### config.mk
export PLATFORM = sky130hd
export DESIGN_NAME = least_squares_line_fit
export DESIGN_NICKNAME = d
export VERILOG_FILES = /design/src/rtl/lslf_pkg.sv /design/src/rtl/lslf_mul.sv /design/src/rtl/lslf_div.sv /design/src/rtl/lslf_dpath.sv /design/src/rtl/lslf_ctrl.sv /design/src/rtl/least_squares_line_fit.sv
export SDC_FILE = /design/constraint.sdc
export NUM_CORES = 2
export LEC_CHECK = 0
export ABC_CLOCK_PERIOD_IN_PS = 14800
export BUFFER_PORTS_ARGS = -buffer_cell sky130_fd_sc_hd__buf_2
export CORE_MARGIN = 2
export CORE_UTILIZATION = 45
export CTS_BUF_LIST = sky130_fd_sc_hd__clkbuf_4
export CTS_CLUSTER_DIAMETER = 50
export DETAILED_ROUTE_END_ITERATION = 7
export SLEW_MARGIN = 20
export SYNTH_ARGS = -nofsm -noshare
export SYNTH_HDL_FRONTEND = slang
export SYNTH_SLANG_ARGS = --single-unit
### constraint.sdc
create_clock -name clk -period 14.8 [get_ports clk]
set_input_delay 1.48 -clock clk [delete_from_list [all_inputs] [get_ports clk]]
set_output_delay 1.48 -clock clk [all_outputs]
set_load 0.02 [all_outputs]
### src/rtl/lslf_pkg.sv
// Shared types and constants for the least-squares line fit block.
package lslf_pkg;

  localparam int SAMPLE_W     = 16;
  localparam int RESULT_W     = 32;
  // Quotient bits kept by the divider: 32 result bits plus two for overflow.
  localparam int QUOT_W       = 34;
  localparam int SLOPE_SHIFT  = 16;
  localparam int INTC_SHIFT   = 8;

  // Product codes for the shared multiplier, in issue order.
  localparam logic [2:0] MUL_N_SXX  = 3'd0;
  localparam logic [2:0] MUL_SX_SX  = 3'd1;
  localparam logic [2:0] MUL_N_SXY  = 3'd2;
  localparam logic [2:0] MUL_SX_SY  = 3'd3;
  localparam logic [2:0] MUL_SY_SXX = 3'd4;
  localparam logic [2:0] MUL_SX_SXY = 3'd5;

  // Divider target codes.
  localparam logic DIV_SLOPE = 1'b0;
  localparam logic DIV_INTC  = 1'b1;

  typedef struct packed {
    logic       sample_en;
    logic       clear;
    logic       mul_start;
    logic [2:0] mul_sel;
    logic       div_start;
    logic       div_sel;
    logic       load_out;
    logic       degen;
  } cmd_t;

  typedef struct packed {
    logic mul_done;
    logic div_done;
    logic den_zero;
  } sts_t;

endpackage

### src/rtl/lslf_mul.sv
// Bit-serial signed multiplier: one shift-add step per cycle, stops early.
module lslf_mul #(
  parameter int OPW = 42
) (
  input  logic                  clk,
  input  logic                  rst_n,
  input  logic                  start,
  input  logic signed [OPW-1:0] op_a,
  input  logic signed [OPW-1:0] op_b,
  output logic                  done,
  output logic                  prod_neg,
  output logic [2*OPW-1:0]      prod_mag
);

  localparam int PW = 2 * OPW;

  logic           busy_r, busy_nxt;
  logic           neg_r;
  logic [PW-1:0]  mcand_r;
  logic [OPW-1:0] mplier_r;
  logic [PW-1:0]  acc_r;
  logic [OPW-1:0] a_mag, b_mag;

  assign a_mag = op_a[OPW-1] ? OPW'(-op_a) : OPW'(op_a);
  assign b_mag = op_b[OPW-1] ? OPW'(-op_b) : OPW'(op_b);

  assign done     = busy_r && (mplier_r == '0);
  assign prod_neg = neg_r;
  assign prod_mag = acc_r;

  always_comb begin
    busy_nxt = busy_r;
    if (start) begin
      busy_nxt = 1'b1;
    end else if (done) begin
      busy_nxt = 1'b0;
    end
  end

  always_ff @(posedge clk) begin
    if (!rst_n) begin
      busy_r <= 1'b0;
    end else begin
      busy_r <= busy_nxt;
    end
  end

  always_ff @(posedge clk) begin
    if (start) begin
      neg_r    <= op_a[OPW-1] ^ op_b[OPW-1];
      mcand_r  <= PW'(a_mag);
      mplier_r <= b_mag;
      acc_r    <= '0;
    end else if (busy_r && !done) begin
      if (mplier_r[0]) begin
        acc_r <= acc_r + mcand_r;
      end
      mcand_r  <= mcand_r << 1;
      mplier_r <= mplier_r >> 1;
    end
  end

endmodule

### src/rtl/lslf_div.sv
// Restoring divider giving a rounded, saturated signed 32-bit fixed-point quotient.
module lslf_div #(
  parameter int NUMW = 85
) (
  input  logic                              clk,
  input  logic                              rst_n,
  input  logic                              start,
  input  logic                              shift_sel,
  input  logic signed [NUMW-1:0]            num,
  input  logic signed [NUMW-1:0]            den,
  output logic                              done,
  output logic [lslf_pkg::RESULT_W-1:0]     quot
);

  localparam int QW   = lslf_pkg::QUOT_W;
  localparam int DVW  = NUMW + QW;
  localparam int CNTW = $clog2(QW + 1);
  localparam int RW   = lslf_pkg::RESULT_W;

  logic            busy_r, busy_nxt;
  logic            neg_r;
  logic [DVW-1:0]  rem_r;
  logic [DVW-1:0]  dsh_r;
  logic [QW-1:0]   q_r;
  logic [CNTW-1:0] cnt_r;
  logic [NUMW-1:0] num_mag, den_mag;
  logic [DVW-1:0]  rem_init;
  logic [RW-1:0]   limit;
  logic [RW-1:0]   mag;
  logic            sat;

  assign num_mag = num[NUMW-1] ? NUMW'(-num) : NUMW'(num);
  assign den_mag = den[NUMW-1] ? NUMW'(-den) : NUMW'(den);

  // Rounding to nearest: (2*|num|*2^s + |den|) / (2*|den|).
  always_comb begin
    if (shift_sel == lslf_pkg::DIV_SLOPE) begin
      rem_init = (DVW'(num_mag) << (lslf_pkg::SLOPE_SHIFT + 1)) + DVW'(den_mag);
    end else begin
      rem_init = (DVW'(num_mag) << (lslf_pkg::INTC_SHIFT + 1)) + DVW'(den_mag);
    end
  end

  assign done  = busy_r && (cnt_r == CNTW'(QW));
  assign limit = neg_r ? {1'b1, {(RW-1){1'b0}}} : {1'b0, {(RW-1){1'b1}}};
  assign sat   = (q_r[QW-1:RW] != '0) || (q_r[RW-1:0] > limit);
  assign mag   = sat ? limit : q_r[RW-1:0];
  assign quot  = neg_r ? RW'(-mag) : mag;

  always_comb begin
    busy_nxt = busy_r;
    if (start) begin
      busy_nxt = 1'b1;
    end else if (done) begin
      busy_nxt = 1'b0;
    end
  end

  always_ff @(posedge clk) begin
    if (!rst_n) begin
      busy_r <= 1'b0;
    end else begin
      busy_r <= busy_nxt;
    end
  end

  always_ff @(posedge clk) begin
    if (start) begin
      neg_r <= num[NUMW-1] ^ den[NUMW-1];
      rem_r <= rem_init;
      // Twice the divisor, aligned to the top quotient bit.
      dsh_r <= DVW'(den_mag) << QW;
      q_r   <= '0;
      cnt_r <= '0;
    end else if (busy_r && !done) begin
      if (rem_r >= dsh_r) begin
        rem_r <= rem_r - dsh_r;
        q_r   <= {q_r[QW-2:0], 1'b1};
      end else begin
        q_r   <= {q_r[QW-2:0], 1'b0};
      end
      dsh_r <= dsh_r >> 1;
      cnt_r <= cnt_r + 1'b1;
    end
  end

endmodule

### src/rtl/lslf_dpath.sv
// Datapath: running sums, shared multiplier and divider, held and output results.
module lslf_dpath #(
  parameter int MAX_SAMPLES = 1024
) (
  input  logic                                  clk,
  input  logic                                  rst_n,
  input  lslf_pkg::cmd_t                        cmd,
  output lslf_pkg::sts_t                        sts,
  input  logic signed [lslf_pkg::SAMPLE_W-1:0]  in_x_value,
  input  logic signed [lslf_pkg::SAMPLE_W-1:0]  in_y_value,
  output logic signed [lslf_pkg::RESULT_W-1:0]  out_slope,
  output logic signed [lslf_pkg::RESULT_W-1:0]  out_intercept,
  output logic                                  out_degenerate
);

  localparam int SW   = lslf_pkg::SAMPLE_W;
  localparam int RW   = lslf_pkg::RESULT_W;
  localparam int L    = $clog2(MAX_SAMPLES);
  localparam int CW   = $clog2(MAX_SAMPLES + 1);
  localparam int SXW  = SW + 1 + L;
  localparam int SPW  = 2 * SW + L;
  localparam int SQW  = 2 * SW - 1 + L;
  localparam int OPW  = SPW;
  localparam int PW   = 2 * OPW;
  localparam int NUMW = PW + 1;

  logic        [CW-1:0]    count_r;
  logic signed [SXW-1:0]   sx_r, sy_r;
  logic signed [SPW-1:0]   sxy_r;
  logic        [SQW-1:0]   sxx_r;
  logic signed [2*SW-1:0]  xy, xx;

  logic signed [OPW-1:0]   op_a, op_b;
  logic        [2:0]       mul_idx_r;
  logic                    mul_done, prod_neg;
  logic        [PW-1:0]    prod_mag;
  logic signed [PW-1:0]    hold_r;
  logic signed [NUMW-1:0]  diff;
  logic signed [NUMW-1:0]  den_r, nums_r, numi_r;

  logic                    div_sel_r;
  logic                    div_done;
  logic        [RW-1:0]    quot;
  logic signed [NUMW-1:0]  div_num;

  logic        [RW-1:0]    held_slope_r, held_intc_r;
  logic        [RW-1:0]    out_slope_r, out_intc_r;
  logic                    out_degen_r;

  assign xy = in_x_value * in_y_value;
  assign xx = in_x_value * in_x_value;

  // Accumulation; samples past the batch limit are dropped.
  always_ff @(posedge clk) begin
    if (!rst_n || cmd.clear) begin
      count_r <= '0;
      sx_r    <= '0;
      sy_r    <= '0;
      sxy_r   <= '0;
      sxx_r   <= '0;
    end else if (cmd.sample_en && (count_r < CW'(MAX_SAMPLES))) begin
      count_r <= count_r + 1'b1;
      sx_r    <= sx_r + SXW'(in_x_value);
      sy_r    <= sy_r + SXW'(in_y_value);
      sxy_r   <= sxy_r + SPW'(xy);
      sxx_r   <= sxx_r + SQW'($unsigned(xx));
    end
  end

  // The narrower operand goes to the serial side so the multiply ends sooner.
  always_comb begin
    unique case (cmd.mul_sel)
      lslf_pkg::MUL_N_SXX: begin
        op_b = OPW'({1'b0, count_r});
        op_a = OPW'({1'b0, sxx_r});
      end
      lslf_pkg::MUL_SX_SX: begin
        op_b = OPW'(sx_r);
        op_a = OPW'(sx_r);
      end
      lslf_pkg::MUL_N_SXY: begin
        op_b = OPW'({1'b0, count_r});
        op_a = OPW'(sxy_r);
      end
      lslf_pkg::MUL_SX_SY: begin
        op_b = OPW'(sx_r);
        op_a = OPW'(sy_r);
      end
      lslf_pkg::MUL_SY_SXX: begin
        op_b = OPW'(sy_r);
        op_a = OPW'({1'b0, sxx_r});
      end
      lslf_pkg::MUL_SX_SXY: begin
        op_b = OPW'(sx_r);
        op_a = OPW'(sxy_r);
      end
      default: begin
        op_b = '0;
        op_a = '0;
      end
    endcase
  end

  lslf_mul #(
    .OPW (OPW)
  ) u_mul (
    .clk      (clk),
    .rst_n    (rst_n),
    .start    (cmd.mul_start),
    .op_a     (op_a),
    .op_b     (op_b),
    .done     (mul_done),
    .prod_neg (prod_neg),
    .prod_mag (prod_mag)
  );

  // Second product of each pair is subtracted from the first.
  assign diff = prod_neg ? NUMW'(hold_r) + $signed({1'b0, prod_mag})
                         : NUMW'(hold_r) - $signed({1'b0, prod_mag});

  always_ff @(posedge clk) begin
    if (cmd.mul_start) begin
      mul_idx_r <= cmd.mul_sel;
    end
    if (mul_done) begin
      case (mul_idx_r) inside
        lslf_pkg::MUL_N_SXX, lslf_pkg::MUL_N_SXY, lslf_pkg::MUL_SY_SXX: begin
          hold_r <= prod_neg ? PW'(-$signed(prod_mag)) : $signed(prod_mag);
        end
        lslf_pkg::MUL_SX_SX:  den_r  <= diff;
        lslf_pkg::MUL_SX_SY:  nums_r <= diff;
        lslf_pkg::MUL_SX_SXY: numi_r <= diff;
        default: ;
      endcase
    end
  end

  assign div_num = (cmd.div_sel == lslf_pkg::DIV_SLOPE) ? nums_r : numi_r;

  lslf_div #(
    .NUMW (NUMW)
  ) u_div (
    .clk       (clk),
    .rst_n     (rst_n),
    .start     (cmd.div_start),
    .shift_sel (cmd.div_sel),
    .num       (div_num),
    .den       (den_r),
    .done      (div_done),
    .quot      (quot)
  );

  always_ff @(posedge clk) begin
    if (cmd.div_start) begin
      div_sel_r <= cmd.div_sel;
    end
  end

  always_ff @(posedge clk) begin
    if (!rst_n) begin
      held_slope_r <= '0;
      held_intc_r  <= '0;
    end else if (div_done) begin
      if (div_sel_r == lslf_pkg::DIV_SLOPE) begin
        held_slope_r <= quot;
      end else begin
        held_intc_r <= quot;
      end
    end
  end

  always_ff @(posedge clk) begin
    if (cmd.load_out) begin
      out_slope_r <= held_slope_r;
      out_intc_r  <= held_intc_r;
      out_degen_r <= cmd.degen;
    end
  end

  assign sts.mul_done = mul_done;
  assign sts.div_done = div_done;
  assign sts.den_zero = (den_r == '0);

  assign out_slope      = $signed(out_slope_r);
  assign out_intercept  = $signed(out_intc_r);
  assign out_degenerate = out_degen_r;

endmodule

### src/rtl/lslf_ctrl.sv
// Controller: sequences accumulation, the six products and the two divisions.
module lslf_ctrl (
  input  logic           clk,
  input  logic           rst_n,
  input  logic           in_valid,
  input  logic           in_last_sample,
  output logic           in_stall,
  output logic           out_valid,
  input  logic           out_stall,
  output lslf_pkg::cmd_t cmd,
  input  lslf_pkg::sts_t sts
);

  localparam logic [2:0] ST_ACC      = 3'd0;
  localparam logic [2:0] ST_MUL_GO   = 3'd1;
  localparam logic [2:0] ST_MUL_WAIT = 3'd2;
  localparam logic [2:0] ST_CHK      = 3'd3;
  localparam logic [2:0] ST_DIV_GO   = 3'd4;
  localparam logic [2:0] ST_DIV_WAIT = 3'd5;
  localparam logic [2:0] ST_OUT      = 3'd6;

  logic [2:0] state_r, state_nxt;
  logic [2:0] idx_r, idx_nxt;
  logic       dsel_r, dsel_nxt;
  logic       degen_r, degen_nxt;
  logic       out_valid_r, out_valid_nxt;
  logic       out_free;

  assign in_stall  = (state_r != ST_ACC);
  assign out_valid = out_valid_r;
  assign out_free  = !out_valid_r || !out_stall;

  always_comb begin
    state_nxt     = state_r;
    idx_nxt       = idx_r;
    dsel_nxt      = dsel_r;
    degen_nxt     = degen_r;
    cmd           = '0;
    cmd.mul_sel   = idx_r;
    cmd.div_sel   = dsel_r;
    cmd.degen     = degen_r;

    unique case (state_r)
      ST_ACC: begin
        if (in_valid) begin
          cmd.sample_en = 1'b1;
          if (in_last_sample) begin
            idx_nxt   = lslf_pkg::MUL_N_SXX;
            state_nxt = ST_MUL_GO;
          end
        end
      end
      ST_MUL_GO: begin
        cmd.mul_start = 1'b1;
        state_nxt     = ST_MUL_WAIT;
      end
      ST_MUL_WAIT: begin
        if (sts.mul_done) begin
          if (idx_r == lslf_pkg::MUL_SX_SXY) begin
            state_nxt = ST_CHK;
          end else begin
            idx_nxt   = idx_r + 1'b1;
            state_nxt = ST_MUL_GO;
          end
        end
      end
      ST_CHK: begin
        // Products are done, so the sums are free for the next batch.
        cmd.clear = 1'b1;
        if (sts.den_zero) begin
          degen_nxt = 1'b1;
          state_nxt = ST_OUT;
        end else begin
          degen_nxt = 1'b0;
          dsel_nxt  = lslf_pkg::DIV_SLOPE;
          state_nxt = ST_DIV_GO;
        end
      end
      ST_DIV_GO: begin
        cmd.div_start = 1'b1;
        state_nxt     = ST_DIV_WAIT;
      end
      ST_DIV_WAIT: begin
        if (sts.div_done) begin
          if (dsel_r == lslf_pkg::DIV_SLOPE) begin
            dsel_nxt  = lslf_pkg::DIV_INTC;
            state_nxt = ST_DIV_GO;
          end else begin
            state_nxt = ST_OUT;
          end
        end
      end
      ST_OUT: begin
        if (out_free) begin
          cmd.load_out = 1'b1;
          state_nxt    = ST_ACC;
        end
      end
      default: begin
        state_nxt = ST_ACC;
      end
    endcase
  end

  always_comb begin
    out_valid_nxt = out_valid_r && out_stall;
    if (cmd.load_out) begin
      out_valid_nxt = 1'b1;
    end
  end

  always_ff @(posedge clk) begin
    if (!rst_n) begin
      state_r     <= ST_ACC;
      idx_r       <= lslf_pkg::MUL_N_SXX;
      dsel_r      <= lslf_pkg::DIV_SLOPE;
      degen_r     <= 1'b0;
      out_valid_r <= 1'b0;
    end else begin
      state_r     <= state_nxt;
      idx_r       <= idx_nxt;
      dsel_r      <= dsel_nxt;
      degen_r     <= degen_nxt;
      out_valid_r <= out_valid_nxt;
    end
  end

endmodule

### src/rtl/least_squares_line_fit.sv
// Least-squares line fit over batches of Q8.8 samples, giving Q16.16 slope and intercept.
//
// Input channel: in_x_value and in_y_value carry one signed Q8.8 sample per transfer;
// in_last_sample marks the final sample of a batch. While a batch is being collected
// the block takes one sample per cycle. Samples beyond MAX_SAMPLES in one batch are
// dropped, but a last marker still starts the fit.
// Result channel: one transfer per batch carries out_slope and out_intercept (signed
// Q16.16, rounded to nearest and saturated) and out_degenerate. When the fit's
// denominator is zero, out_degenerate is set and the previous slope and intercept are
// repeated.
// After the last sample, six products run on one bit-serial multiplier, one bit of the
// narrower operand per cycle, then two divisions on a restoring divider at one quotient
// bit per cycle. in_stall is high while they run, and out_valid rises as in_stall falls.
// A zero denominator skips the divisions.
// A finished result waits in the output register while the next batch is collected;
// if the receiver still stalls when the next fit is ready, the block waits for it.
// Reset clears the sums, the held slope and intercept, and the output valid.
module least_squares_line_fit #(
  parameter int MAX_SAMPLES = 1024
) (
  input  logic                                  clk,
  input  logic                                  rst_n,
  input  logic                                  in_valid,
  output logic                                  in_stall,
  input  logic signed [lslf_pkg::SAMPLE_W-1:0]  in_x_value,
  input  logic signed [lslf_pkg::SAMPLE_W-1:0]  in_y_value,
  input  logic                                  in_last_sample,
  output logic                                  out_valid,
  input  logic                                  out_stall,
  output logic signed [lslf_pkg::RESULT_W-1:0]  out_slope,
  output logic signed [lslf_pkg::RESULT_W-1:0]  out_intercept,
  output logic                                  out_degenerate
);

  lslf_pkg::cmd_t cmd;
  lslf_pkg::sts_t sts;

  lslf_ctrl u_ctrl (
    .clk            (clk),
    .rst_n          (rst_n),
    .in_valid       (in_valid),
    .in_last_sample (in_last_sample),
    .in_stall       (in_stall),
    .out_valid      (out_valid),
    .out_stall      (out_stall),
    .cmd            (cmd),
    .sts            (sts)
  );

  lslf_dpath #(
    .MAX_SAMPLES (MAX_SAMPLES)
  ) u_dpath (
    .clk            (clk),
    .rst_n          (rst_n),
    .cmd            (cmd),
    .sts            (sts),
    .in_x_value     (in_x_value),
    .in_y_value     (in_y_value),
    .out_slope      (out_slope),
    .out_intercept  (out_intercept),
    .out_degenerate (out_degenerate)
  );

endmodule
==> run metrics <==
outcome=complete, no violations; count of flip-flops with a built-in enable after synthesis=698; number of distinct library cell variants in the gate-level netlist after synthesis=~90; count of warnings emitted by yosys=0; antenna violations before repair=6; post-route minimum period=9.59 ns; number of hold buffers added after cts=0; fraction of layout instances using a drive strength above 1=roughly 7%; main area contributors after synthesis=edfxtp_1, fa_1, ha_1, dfxtp_1, nand2_1; largest fanout on the critical path=66; number of cell instances on the worst register-to-register path=24; depth of the worst hold-timing path=0; Max-Cap Viols=0; mapped cell area=102,000 um^2; top cells by count, synth=nand2_1, a21oi_1, inv_1; crit path DAT=between 10 and 15 ns; antenna-violating nets left=0; row cnt=175; CTS buffer count=~330; launching instance or port of the critical path=u_ctrl.dsel_r; horizontal die dimension=between 400 and 500 um; DRC violations left=0; First DRT Iteration DRCs=approximately 7k; final hold violations=0; Crit Path Category=reg2reg; number of ports placed on the die boundary=104; drt via density=5.82; reg-to-reg setup timing slack=around 5.2 ns; Die Ht=481 um; TritonCTS clock tree=built; area of the multi-input gates=around 67,000 um^2; worst setup slack after placement=about 4 ns; cell at the root of the clock tree=clkbuf_4; CTS max path bufs=4; port bufs=approximately 100; Final Slew Violations=0; residual overflow from global routing=0; Initial DRT Pass Iterations=6; vias in the first global route=85.9k; sum of net half-perimeters after detailed placement=246 mm; pin slew with the least headroom to its limit=between 1 and 1.5 ns; Syn Inst Count=approximately 12k; count of clock tree sinks=between 1k and 1.5k; global-route wire length before repair=approximately 500 mm; RR Startpoint=u_ctrl.dsel_r; Period Utilization, post-route=~65%; unrepaired setup endpoints after global routing=false; vias after detailed routing=about 87k; class of the tightest hold or removal check=reg2reg; reg-to-reg critical path endpoint=u_dpath.u_div.rem_r[98]; hold_ws=between 0.3 and 0.4 ns; library cell occupying the most area in the post-synthesis netlist=edfxtp_1; dominant synthesized flop cell=edfxtp_1; Worst Clk Skew=roughly 0.19 ns; Total GRT Usage=a little over a quarter; setup slack after layout=about 5.2 ns; clock-pin transition on the worst setup and hold timing paths=around 0.06 ns; static leakage power=46.2 nW; HP Start=u_dpath.held_slope_r[22]; type of destination of the critical path=flip-flop; Routed wire per std cell=21.2 um; synthesized flop and latch total=~1.1k; Max H-tree Level=5; Post-Synthesis Mean Instance Area=about 8.7 um^2; most frequent cell after synthesis=nand2_1; area of the die=231,000 um^2; starting density of the core=between 40% and 50%; Synth Net Count=13.1k; worst supply voltage drop on vdd=between 0.0003 and 0.0004 V; layout filler cell count=roughly 22k; total power density per cell area=209 nW/um^2; post-cts gate resize count=0; sequential share of the synthesized area=28.8%; required time of the critical path=15.96 ns; worst rel slew slack=17.5%; sequential cell area=roughly 30,000 um^2; area share of the largest cell type after synthesis=about a fifth; routability-driven placement congestion ratio=0.930; highest clock rate=0.104 GHz; number of post-CTS setup repair buffers=0; signed area change from the synthesized netlist to the final layout=7.06%; Worst setup SP type=flip-flop; setup violation total in the final timing report=0; core region area=around 230,000 um^2; FFs w/ async S/R, synth=0%; total detailed-routing wirelength=318 mm; post-layout net count=approximately 13k; Clock Latency Late Sink=about 1.5 ns; setup_tns=0 ns; largest net degree at the start of global routing=around 150; hold path endpoint=u_dpath.out_slope[22]
[how the worst max path moves through the flow]
stage | to | cells past startpoint | slack, ns
floorplan | u_dpath.u_div.rem_r[0] | 7 | 2.35
global placement | u_dpath.sxx_r[37] | 37 | 3.95
detailed placement | u_dpath.sxx_r[39] | 37 | 3.96
CTS | u_dpath.sxx_r[39] | 35 | 5.44
global route | u_dpath.sxx_r[39] | 35 | 4.81
finish | u_dpath.u_div.rem_r[98] | 24 | 5.21
[stage by stage]
| stage | instance area, um^2 | utilization [%] | cells | power, mW |
|---|---|---|---|---|
| after floorplan | 102000 | - | 11700 | 16.2 |
| after global placement | 106000 | 46.5 | 14400 | 19.8 |
| after detailed placement | 106000 | 46.6 | 14400 | 20.0 |
| after CTS | 110000 | 48.3 | 15000 | 23.0 |
| after global routing | 110000 | 48.3 | 15000 | 25.3 |
| final | 110000 | 48.3 | 15000 | 22.9 |
[registers in the layout, indices dropped and copies added, names as in the netlist, 41 cells and up]
name and count:
u_dpath.u_div.rem_r 119, u_dpath.sxy_r 42, u_dpath.den_r 85, u_dpath.u_div.dsh_r 119, u_dpath.u_mul.mplier_r 42, u_dpath.hold_r 84
u_dpath.u_mul.prod_mag 84, u_dpath.u_mul.mcand_r 84, u_dpath.nums_r 85, u_dpath.numi_r 85, u_dpath.sxx_r 41
[layout make-up]
type,count,area share [%]
diodes,9,0.0206
well taps,3009,3.44
flip-flops and latches,1121,26.9
multi-input cells,9129,61.6
inverters,937,3.22
clock inverters,106,0.436
clock buffers,460,3.15
repair buffers,219,1.31
[where the power goes]
group / internal [mW] / switching [mW] / leakage (nW)
clock network: 1.46 / 1.41 / 2.36
logic: 6.79 / 9.33 / 34.1
registers: 3.64 / 0.231 / 9.74
total: 11.9 / 11.0 / 46.2
[cells in the final DEF (no fill, tap or decap), types with 172 or more instances in the layout]
cell	netlist	layout
clkbuf_4	0	460
fa_1	583	582
ha_1	768	768
nand2_1	1538	1532
nand3_1	172	172
inv_1	932	932
a21oi_1	1020	1018
nor2_1	688	685
and2_1	189	189
nor3_1	186	185
xor2_1	382	382
dfxtp_1	423	422
edfxtp_1	698	698
o21ai_0	610	610
xnor2_1	577	577
a21o_1	361	361
[routing by layer]
layer / vias up / global-route usage (%) / part of all wire (%)
met3: 550 / 3.85 / 6.0
met4: 2 / 9.41 / 3.5
met1: 42600 / 37.1 / 45
li1: 41500 / - / -
met2: 2607 / 43.7 / 46
met5: - / 0 / 0.0031
[critical path, cell delays in order (launching register included)]
cell	delay, ns
dfxtp_4	0.82
buf_4	0.65
mux2i_1	0.32
ha_1	0.23
o221ai_1	0.27
nor4_1	0.37
buf_4	0.21
nand2_1	0.16
a2111oi_0	0.88
nand2_1	0.14
o21ai_0	0.22
xnor2_1	0.14
ha_1	0.44
nand2_1	0.14
nor4_1	0.51
nand4_1	0.34
or2_2	0.38
o31ai_1	0.97
a31oi_1	0.29
o31ai_1	0.50
o31ai_1	0.26
nor3_1	0.43
nand2_1	0.13
and3_1	0.20
a211o_1	0.27
[kinds of logic after synthesis]
| kind of cell | Yosys count | share of synthesized area, % |
|---|---|---|
| simple gates | 3614 | 16.5 |
| xor+xnor | 959 | 8.21 |
| other cells | 1 | 0.00366 |
| compound gates | 3114 | 19.4 |
| flops | 1121 | 28.8 |
| buf+inv | 1497 | 5.50 |
| fa+ha+maj | 1351 | 20.8 |
| mux | 90 | 0.896 |
Power figures use the tool's default switching activity.
